[src/hdl/rrts_pkg.sv]
// Shared types and constants for the round-robin task scheduler.
// Holds the request and response words, operation and status codes.
// No dependencies.
`timescale 1ns / 1ps

package rrts_pkg;

	localparam int ID_W   = 4;
	localparam int TIME_W = 32;

	localparam logic [2:0] OP_ADMIT = 3'd0;
	localparam logic [2:0] OP_TICK  = 3'd1;
	localparam logic [2:0] OP_YIELD = 3'd2;
	localparam logic [2:0] OP_SLEEP = 3'd3;
	localparam logic [2:0] OP_EXIT  = 3'd4;

	localparam logic [1:0] STS_OK   = 2'd0;
	localparam logic [1:0] STS_FULL = 2'd1;
	localparam logic [1:0] STS_HALT = 2'd2;

	typedef struct packed {
		logic [2:0]        operation;
		logic [ID_W-1:0]   task_id;
		logic [TIME_W-1:0] sleep_ticks;
		logic [TIME_W-1:0] current_time;
	} req_t;

	typedef struct packed {
		logic [ID_W-1:0] running_task;
		logic            idle;
		logic [1:0]      status;
	} rsp_t;

	// Write command into the wake-up time table.
	typedef struct packed {
		logic              en;
		logic [ID_W-1:0]   id;
		logic [TIME_W-1:0] value;
	} wake_wr_t;

endpackage

[src/hdl/rrts_ring_mem.sv]
// Ready ring storage: one synchronous write port, one read port with
// registered read data. Depends on rrts_pkg.
`timescale 1ns / 1ps

module rrts_ring_mem import rrts_pkg::*; #(
	parameter int QUEUE_DEPTH = 16
) (
	input  logic                           clk,
	input  logic                           wr_en,
	input  logic [$clog2(QUEUE_DEPTH)-1:0] wr_addr,
	input  logic [ID_W-1:0]                wr_data,
	input  logic [$clog2(QUEUE_DEPTH)-1:0] rd_addr,
	output logic [ID_W-1:0]                rd_data
);

	logic [ID_W-1:0] ring_mem [QUEUE_DEPTH];
	logic [ID_W-1:0] rd_data_q;

	always_ff @(posedge clk) begin
		if (wr_en) begin
			ring_mem[wr_addr] <= wr_data;
		end
		rd_data_q <= ring_mem[rd_addr];
	end

	assign rd_data = rd_data_q;

endmodule

[src/hdl/rrts_wake_mem.sv]
// Wake-up time table, one entry per task id, with a registered read and
// the due check against the scheduling time. Depends on rrts_pkg.
`timescale 1ns / 1ps

module rrts_wake_mem import rrts_pkg::*; #(
	parameter int MAX_TASKS = 16
) (
	input  logic              clk,
	input  wake_wr_t          wr,
	input  logic [ID_W-1:0]   rd_id,
	input  logic [TIME_W-1:0] now,
	output logic              due
);

	localparam int AW = $clog2(MAX_TASKS);
	localparam int XW = (AW > ID_W) ? AW : ID_W;

	logic [TIME_W-1:0] wake_mem [MAX_TASKS];
	logic [TIME_W-1:0] rd_data_q;
	logic [XW-1:0]     wr_ext;
	logic [XW-1:0]     rd_ext;

	assign wr_ext = XW'(wr.id);
	assign rd_ext = XW'(rd_id);

	always_ff @(posedge clk) begin
		if (wr.en) begin
			wake_mem[wr_ext[AW-1:0]] <= wr.value;
		end
		rd_data_q <= wake_mem[rd_ext[AW-1:0]];
	end

	// A task is runnable once its wake-up time is not later than now.
	assign due = (rd_data_q <= now);

endmodule

[src/hdl/round_robin_task_scheduler_with_sleep_core.sv]
// Round-robin task scheduler with sleep, top level.
// Depends on rrts_pkg, rrts_ring_mem and rrts_wake_mem.
`timescale 1ns / 1ps

// Usage: each request on the req channel (valid/ready) is one scheduler event:
// admit a task, timer tick, yield, sleep or exit. Every request yields exactly
// one response on the rsp channel carrying the running task, the idle flag
// and a status code (ok, full on admit with a full ring or a bad task id,
// halt on exit while idle). Admit, halt and unknown operations skip the scan
// and answer through the done state and the response register. Tick, yield
// and sleep re-queue a running task if the ring has room, and an exit while
// running drops it; both then scan the ready ring for the first task whose
// wake-up time has passed. The scan reads one ring entry per cycle through a
// three-stage pipeline (ring read, wake-time read, compare) and ends as soon
// as a due task reaches the compare stage. A new request is taken only once
// the previous one has finished and its response has been loaded into the
// output register. A finished response waits there, so a stalled receiver
// holds back at most the next request's completion, not its acceptance.
// After reset the scheduler is idle with an empty ring; both memories start
// undefined and hold only entries that have been written, so no clearing
// pass is needed and a request can be accepted as soon as reset is released.
module round_robin_task_scheduler_with_sleep_core import rrts_pkg::*; #(
	parameter int QUEUE_DEPTH = 16,
	parameter int MAX_TASKS   = 16
) (
	input  logic clk,
	input  logic arst_n,
	input  logic req_valid,
	output logic req_ready,
	input  req_t req,
	output logic rsp_valid,
	input  logic rsp_ready,
	output rsp_t rsp
);

	localparam int PW = $clog2(QUEUE_DEPTH);
	localparam int CW = $clog2(QUEUE_DEPTH + 1);
	localparam int SW = CW + 1;

	typedef enum logic [2:0] {
		S_IDLE = 3'b001,
		S_SCAN = 3'b010,
		S_DONE = 3'b100
	} state_t;

	function automatic logic [PW-1:0] ptr_inc(input logic [PW-1:0] p);
		return (p == PW'(QUEUE_DEPTH - 1)) ? '0 : p + 1'b1;
	endfunction

	state_t            state_q;
	logic [PW-1:0]     head_q;
	logic [CW-1:0]     count_q;
	logic [ID_W-1:0]   cur_q;
	logic              idle_q;
	logic [1:0]        status_q;
	logic [TIME_W-1:0] now_q;
	logic [CW-1:0]     scan_left_q;
	logic [PW-1:0]     rd_ptr_q;
	logic [PW-1:0]     wr_ptr_q;
	logic              v_s1;
	logic [PW-1:0]     ptr_s1;
	logic              v_s2;
	logic [PW-1:0]     ptr_s2;
	logic [ID_W-1:0]   id_s2;
	logic              rsp_valid_q;
	rsp_t              rsp_q;

	logic            accept;
	logic [SW-1:0]   tail_sum;
	logic [PW-1:0]   tail;
	logic            full;
	logic            id_ok;
	logic            switch_op;
	logic            admit_ok;
	logic            push_cur;
	logic            start_scan;
	logic [1:0]      acc_status;
	logic            due;
	logic            hit;
	logic            rot;
	logic            scan_end;
	logic            issue;
	logic            rsp_load;
	logic            ring_we;
	logic [PW-1:0]   ring_waddr;
	logic [ID_W-1:0] ring_wdata;
	logic [ID_W-1:0] ring_rd;
	wake_wr_t        wake_wr;

	assign req_ready = (state_q == S_IDLE);
	assign accept    = req_valid && req_ready;

	always_comb begin
		tail_sum  = SW'(head_q) + SW'(count_q);
		tail      = (tail_sum >= SW'(QUEUE_DEPTH)) ? PW'(tail_sum - SW'(QUEUE_DEPTH))
							: PW'(tail_sum);
		full      = (count_q == CW'(QUEUE_DEPTH));
		id_ok     = (9'(req.task_id) < 9'(MAX_TASKS));
		switch_op = (req.operation == OP_TICK) || (req.operation == OP_YIELD) ||
			(req.operation == OP_SLEEP);
		admit_ok  = accept && (req.operation == OP_ADMIT) && id_ok && !full;
		// The running task goes back to the tail; it is dropped if the ring is full.
		push_cur  = accept && switch_op && !idle_q && !full;
		start_scan = accept && (switch_op || ((req.operation == OP_EXIT) && !idle_q));

		acc_status = STS_OK;
		if ((req.operation == OP_ADMIT) && !(id_ok && !full)) begin
			acc_status = STS_FULL;
		end else if ((req.operation == OP_EXIT) && idle_q) begin
			acc_status = STS_HALT;
		end

		// Scan pipeline: a due task at the compare stage ends the scan; a
		// sleeper is rotated to the tail.
		hit      = (state_q == S_SCAN) && v_s2 && due;
		rot      = (state_q == S_SCAN) && v_s2 && !due;
		issue    = (state_q == S_SCAN) && !hit && (scan_left_q != '0);
		scan_end = (state_q == S_SCAN) && !hit && (scan_left_q == '0) && !v_s1;
		rsp_load = (state_q == S_DONE) && (!rsp_valid_q || rsp_ready);
	end

	always_comb begin
		ring_we    = 1'b0;
		ring_waddr = tail;
		ring_wdata = cur_q;
		if (admit_ok || push_cur) begin
			ring_we    = 1'b1;
			ring_wdata = admit_ok ? req.task_id : cur_q;
		end else if (rot) begin
			ring_we    = 1'b1;
			ring_waddr = wr_ptr_q;
			ring_wdata = id_s2;
		end

		wake_wr.en    = 1'b0;
		wake_wr.id    = req.task_id;
		wake_wr.value = '0;
		if (admit_ok) begin
			wake_wr.en = 1'b1;
		end else if (accept && (req.operation == OP_SLEEP) && !idle_q) begin
			wake_wr.en    = 1'b1;
			wake_wr.id    = cur_q;
			wake_wr.value = req.sleep_ticks + req.current_time;
		end
	end

	rrts_ring_mem #(
		.QUEUE_DEPTH(QUEUE_DEPTH)
	) u_ring (
		.clk    (clk),
		.wr_en  (ring_we),
		.wr_addr(ring_waddr),
		.wr_data(ring_wdata),
		.rd_addr(rd_ptr_q),
		.rd_data(ring_rd)
	);

	rrts_wake_mem #(
		.MAX_TASKS(MAX_TASKS)
	) u_wake (
		.clk  (clk),
		.wr   (wake_wr),
		.rd_id(ring_rd),
		.now  (now_q),
		.due  (due)
	);

	always_ff @(posedge clk or negedge arst_n) begin
		if (!arst_n) begin
			state_q     <= S_IDLE;
			head_q      <= '0;
			count_q     <= '0;
			cur_q       <= '0;
			idle_q      <= 1'b1;
			scan_left_q <= '0;
			rd_ptr_q    <= '0;
			wr_ptr_q    <= '0;
			v_s1        <= 1'b0;
			v_s2        <= 1'b0;
			rsp_valid_q <= 1'b0;
		end else begin
			if (rsp_load) begin
				rsp_valid_q <= 1'b1;
			end else if (rsp_ready) begin
				rsp_valid_q <= 1'b0;
			end

			unique case (state_q)
				S_IDLE: begin
					if (accept) begin
						if (admit_ok || push_cur) begin
							count_q <= count_q + 1'b1;
						end
						if (start_scan) begin
							state_q     <= S_SCAN;
							scan_left_q <= count_q + CW'(push_cur);
							rd_ptr_q    <= head_q;
							wr_ptr_q    <= push_cur ? ptr_inc(tail) : tail;
							v_s1        <= 1'b0;
							v_s2        <= 1'b0;
						end else begin
							state_q <= S_DONE;
						end
					end
				end
				S_SCAN: begin
					if (hit) begin
						cur_q   <= id_s2;
						idle_q  <= 1'b0;
						head_q  <= ptr_inc(ptr_s2);
						count_q <= count_q - 1'b1;
						v_s1    <= 1'b0;
						v_s2    <= 1'b0;
						state_q <= S_DONE;
					end else begin
						if (rot) begin
							wr_ptr_q <= ptr_inc(wr_ptr_q);
						end
						if (issue) begin
							rd_ptr_q    <= ptr_inc(rd_ptr_q);
							scan_left_q <= scan_left_q - 1'b1;
						end
						v_s1 <= issue;
						v_s2 <= v_s1;
						if (scan_end) begin
							// Every queued task sleeps: the ring keeps its order.
							cur_q   <= '0;
							idle_q  <= 1'b1;
							head_q  <= rd_ptr_q;
							v_s1    <= 1'b0;
							v_s2    <= 1'b0;
							state_q <= S_DONE;
						end
					end
				end
				S_DONE: begin
					if (rsp_load) begin
						state_q <= S_IDLE;
					end
				end
				default: begin
					state_q <= S_IDLE;
				end
			endcase
		end
	end

	always_ff @(posedge clk) begin
		if (accept) begin
			now_q    <= req.current_time;
			status_q <= acc_status;
		end
		if (issue) begin
			ptr_s1 <= rd_ptr_q;
		end
		ptr_s2 <= ptr_s1;
		id_s2  <= ring_rd;
		if (rsp_load) begin
			rsp_q.running_task <= cur_q;
			rsp_q.idle         <= idle_q;
			rsp_q.status       <= status_q;
		end
	end

	assign rsp_valid = rsp_valid_q;
	assign rsp       = rsp_q;

	assert property (@(posedge clk) disable iff (!arst_n)
		count_q <= CW'(QUEUE_DEPTH))
		else $error("ring count exceeds queue depth");

	assert property (@(posedge clk) disable iff (!arst_n)
		idle_q |-> (cur_q == '0))
		else $error("idle scheduler holds a nonzero running task");

	assert property (@(posedge clk) disable iff (!arst_n)
		(v_s1 || v_s2) |-> (state_q == S_SCAN))
		else $error("scan pipeline active outside a scan");

	assert property (@(posedge clk) disable iff (!arst_n)
		accept |=> (state_q != S_IDLE))
		else $error("accepted request did not start processing");

endmodule
[config.mk]
export PLATFORM = sky130hd
export DESIGN_NAME = round_robin_task_scheduler_with_sleep_core
export DESIGN_NICKNAME = d
export VERILOG_FILES = /design/src/hdl/rrts_pkg.sv /design/src/hdl/rrts_ring_mem.sv /design/src/hdl/rrts_wake_mem.sv /design/src/hdl/round_robin_task_scheduler_with_sleep_core.sv
export SDC_FILE = /design/constraint.sdc
export NUM_CORES = 1
export LEC_CHECK = 0
export CORE_UTILIZATION = 50
export CTS_BUF_LIST = sky130_fd_sc_hd__clkbuf_16
export DETAILED_ROUTE_END_ITERATION = 10
export DONT_BUFFER_PORTS = 1
export SLEW_MARGIN = 20
export SYNTH_ARGS = -nofsm -noshare
export SYNTH_HDL_FRONTEND = slang
export SYNTH_SLANG_ARGS = --single-unit
[constraint.sdc]
create_clock -name clk -period 7.68 [get_ports clk]
set_input_delay 1.536 -clock clk [delete_from_list [all_inputs] [get_ports clk]]
set_output_delay 1.536 -clock clk [all_outputs]
set_load 0.05 [all_outputs]
==> flow_metrics.py <==
metrics = {
    "cells_and_area": {
        "drive_gt1_frac": 0.206,
        "fin_nets": 1814,
        "area_growth_pct": 12.2,
        "fillers": 4345,
    },
    "cts": {
        "cts-root-buf": "clkbuf_16",
        "cts_tree": "done",
        "clockBufferDepth": 3,
        "cts.reportedPaths.clkPinSlew_ns": 0.06,
        "clk_latency_ns": 0.61,
        "cts_made_buffers": 74,
        "hold_buffers": 0,
        "htreeDepth": 3,
        "post_cts_resized": 0,
        "cts_setup_buffers": 0,
        "cts.sinks": 698,
    },
    "synth": {
        "netlist_area_um2": 29000,
        "ys_seq_area_frac": 0.702,
        "synthArstFlopShare": 0.0473,
        "syn_inst": 1607,
        "syn_avg_cell_area_um2": 18.0,
        "synth_seq_cells": 698,
        "synth_edf_count": 621,
        "yosysUniqueCellTypes": 76,
        "synth_nets": 1762,
        "ys_warn_count": 0,
        "ys.flop_type": "edfxtp_1",
    },
    "drt": {
        "vias": 15200,
        "wl_per_cell_um": 27.9,
        "antenna_left": 0,
        "avgViaCountPerCell": 6.13,
        "drt_wl_total_mm": 69.0,
        "drt-initial-drc-count": 1611,
        "route.detailed.drc": 0,
        "dr.pass1.iters": 5,
    },
    "sta": {
        "finalSetupViolCount": 0,
        "fin_skew_ns": 0.0267,
        "rsz0062_at_grt": "false",
        "slew_headroom": 0.289,
        "final_max_slew_viol_count": 0,
        "worst_pin_slew_ns": 1.07,
        "hold_viol": 0,
        "fin_crit_ns": 4.64,
        "fmax_ghz": 0.216,
        "setup_ws_ns": 3.04,
        "setup_tns_ns": 0,
        "finalCritPeriodShare": 0.604,
        "hold_ws_ns": 0.344,
    },
    "setup_path": {
        "startpoint_type": "primary input",
        "end_kind": "register",
        "cp.required_ns": 7.95,
        "max_stage_delay_ns": 0.72,
        "arrival_ns": 4.91,
        "crit_fanout": 16,
        "crit_buf_inv": 0,
        "crit_slowest_cell": "nor2_1",
        "cp_cell_sequence": "ha_1, fa_1, a21oi_1, o211ai_1, nor4b_2, o21ai_1, and4_1, o31ai_1, xnor2_1, nor2_1",
        "crit_family": "simple AND/OR/NAND/NOR gates",
        "critPathKind": "in2reg",
    },
    "hold_path": {
        "hold_path.class": "reg2reg",
    },
    "pwr": {
        "power.leakage_nw": 11.1,
        "p_per_area_nw_per_um2": 342,
        "peakVddDrop_v": 0.000419,
        "total_power_w": 0.0111,
    },
    "global_routing": {
        "grt_pass1_vias": 15500,
        "grt_overflow": 0,
        "antenna_found_initial": 8,
        "grt_pass1_wl_mm": 102,
        "grtUsageTotal": 0.240,
        "grt_max_degree": 106,
    },
    "placed_design": {
        "dp_hpwl_mm": 39.9,
        "place_congestion": 0.882,
        "place_ws_ns": 2.45,
        "port_buffers": 0,
    },
    "floorplanning": {
        "start_util": 0.510,
        "core_region_area_um2": 56800,
        "io_pins": 84,
        "num_rows": 87,
        "fp.dieW_um": 243,
        "die_y_um": 243,
        "die_area_um2": 58900,
    },
    "flow_run": {
        "maxCapViolations": 0,
    },
    "status": {
        "status": "complete, no violations",
    },
}
cells in the final DEF, fill, tap and decap left out, types with 17 or more instances in the layout:
cell       count
a21o_1        25
a21oi_1       65
buf_4         37
clkbuf_16     76
clkinv_1      19
dfrtp_1       31
dfxtp_1       40
edfxtp_1     621
ha_1          77
inv_1         80
mux4_2       168
nand2_1       49
nand3_1       26
nor2_1        53
nor3_1        19
o21ai_0       31
o22ai_1       17
xor2_1        17
stage by stage:
step                      instances  utilization  instance area [um^2]
after floorplan                1607            -                 29000
after global placement         2339        0.530                 30100
after detailed placement       2339        0.530                 30100
after CTS                      2473        0.572                 32500
after global routing           2473        0.572                 32500
final                          2475        0.572                 32500
logic make-up (layout without fill, tap and decap cells):
logic type / count (synthesis) / in the layout / share of synthesized area
compound gates: 230 / 230 / 0.0525
xor+xnor: 31 / 31 / 0.00937
fa+ha+maj: 80 / 80 / 0.0353
buf+inv: 125 / 235 / 0.0167
flops: 698 / 698 / 0.702
mux: 192 / 192 / 0.139
other cells: 0 / 2 / 0
simple gates: 251 / 251 / 0.0448
cells in the mapped netlist, types with 3 or more instances:
master / instances / area [um^2]
nor2b_1: 7 / 43.8
a21oi_1: 65 / 325
o21a_1: 11 / 82.6
nor2_1: 69 / 259
ha_1: 77 / 963
mux2_1: 3 / 33.8
a221oi_1: 5 / 43.8
fa_1: 3 / 60.1
a22o_1: 5 / 43.8
inv_1: 63 / 236
nand3b_1: 3 / 22.5
a22oi_1: 5 / 37.5
xor2_1: 17 / 149
buf_1: 12 / 45.0
a211oi_1: 9 / 67.6
a21o_1: 25 / 188
o22ai_1: 17 / 106
and3_1: 10 / 62.6
nor3b_1: 8 / 60.1
edfxtp_1: 621 / 18600
dfrtp_1: 31 / 776
nor3_1: 19 / 95.1
nand3_1: 26 / 130
mux2i_1: 16 / 160
nand2b_1: 5 / 31.3
a32o_1: 7 / 70.1
and2_1: 13 / 81.3
xnor2_1: 14 / 123
o21ai_0: 31 / 155
o31ai_1: 3 / 22.5
dfxtp_1: 44 / 881
a31oi_1: 12 / 75.1
nand2_1: 49 / 184
o211ai_1: 3 / 22.5
nor4_1: 4 / 25.0
or2_2: 5 / 31.3
mux2_2: 5 / 56.3
or3_1: 3 / 18.8
clkbuf_1: 46 / 173
o21bai_1: 4 / 30.0
nand4_1: 13 / 81.3
mux4_2: 168 / 3780
o21ai_1: 7 / 35.0
flip-flops by register name (all words and copies together), names as in the netlist, 5 cells and up:
signal / count
u_wake.wake_mem: 512
u_ring.ring_mem: 64
now_q: 32
u_wake.rd_data_q: 32
rsp: 7
count_q: 5
scan_left_q: 5
worst register-to-register path, cell delays in order (launching register included):
cell      delay [ns]
edfxtp_1        0.32
inv_1           0.05
ha_1            0.33
nand4_1         0.24
or2_2           0.37
nor2_1          0.19
o21ai_0         0.15
a311o_1         0.47
a21oi_1         0.88
nand3b_1        0.36
o22ai_1         0.61
where the power goes:
part           internal, W  switching [W]
combinational      0.00135        0.00145
sequential         0.00450       0.000332
clock              0.00206        0.00144
total              0.00791        0.00323
cell type report:
type                       instances  area (um^2)  area share
timing repair buffer              38          298     0.00916
tap                              756          946      0.0291
multi-input combinational        784         8300       0.255
inverter                          63          236     0.00727
sequential                       698        20400       0.626
antenna                            2         5.00    0.000154
clock inverter                    58          467      0.0144
clock buffer                      76         1900      0.0585
worst paths after layout:
| check | slack (ns) | cells after the start | start | to |
|---|---|---|---|---|
| min in group asynchronous | 0.64 | 0 | arst_n | rd_ptr_q[3] |
| worst min-delay path | 0.34 | 0 | ptr_s1[2] | ptr_s2[2] |
| worst min register to register | 0.34 | 0 | ptr_s1[2] | ptr_s2[2] |
| worst max register to register | 3.34 | 10 | now_q[15] | u_ring.ring_mem[9][0] |
| worst max-delay path | 3.04 | 10 | req[0] | u_wake.wake_mem[0][28] |
| max in group asynchronous | 6.85 | 0 | arst_n | idle_q |
routing by layer:
metal / vias to the layer above / track usage / share of wire / wire length [um]
li1: 6616 / - / - / -
met1: 7991 / 0.326 / 0.42 / 29100
met2: 441 / 0.391 / 0.49 / 33900
met3: 111 / 0.0510 / 0.062 / 4280
met4: 8 / 0.0720 / 0.024 / 1690
met5: - / 0 / 0.00097 / 67
Note: power is estimated with default switching activity, not from simulation.
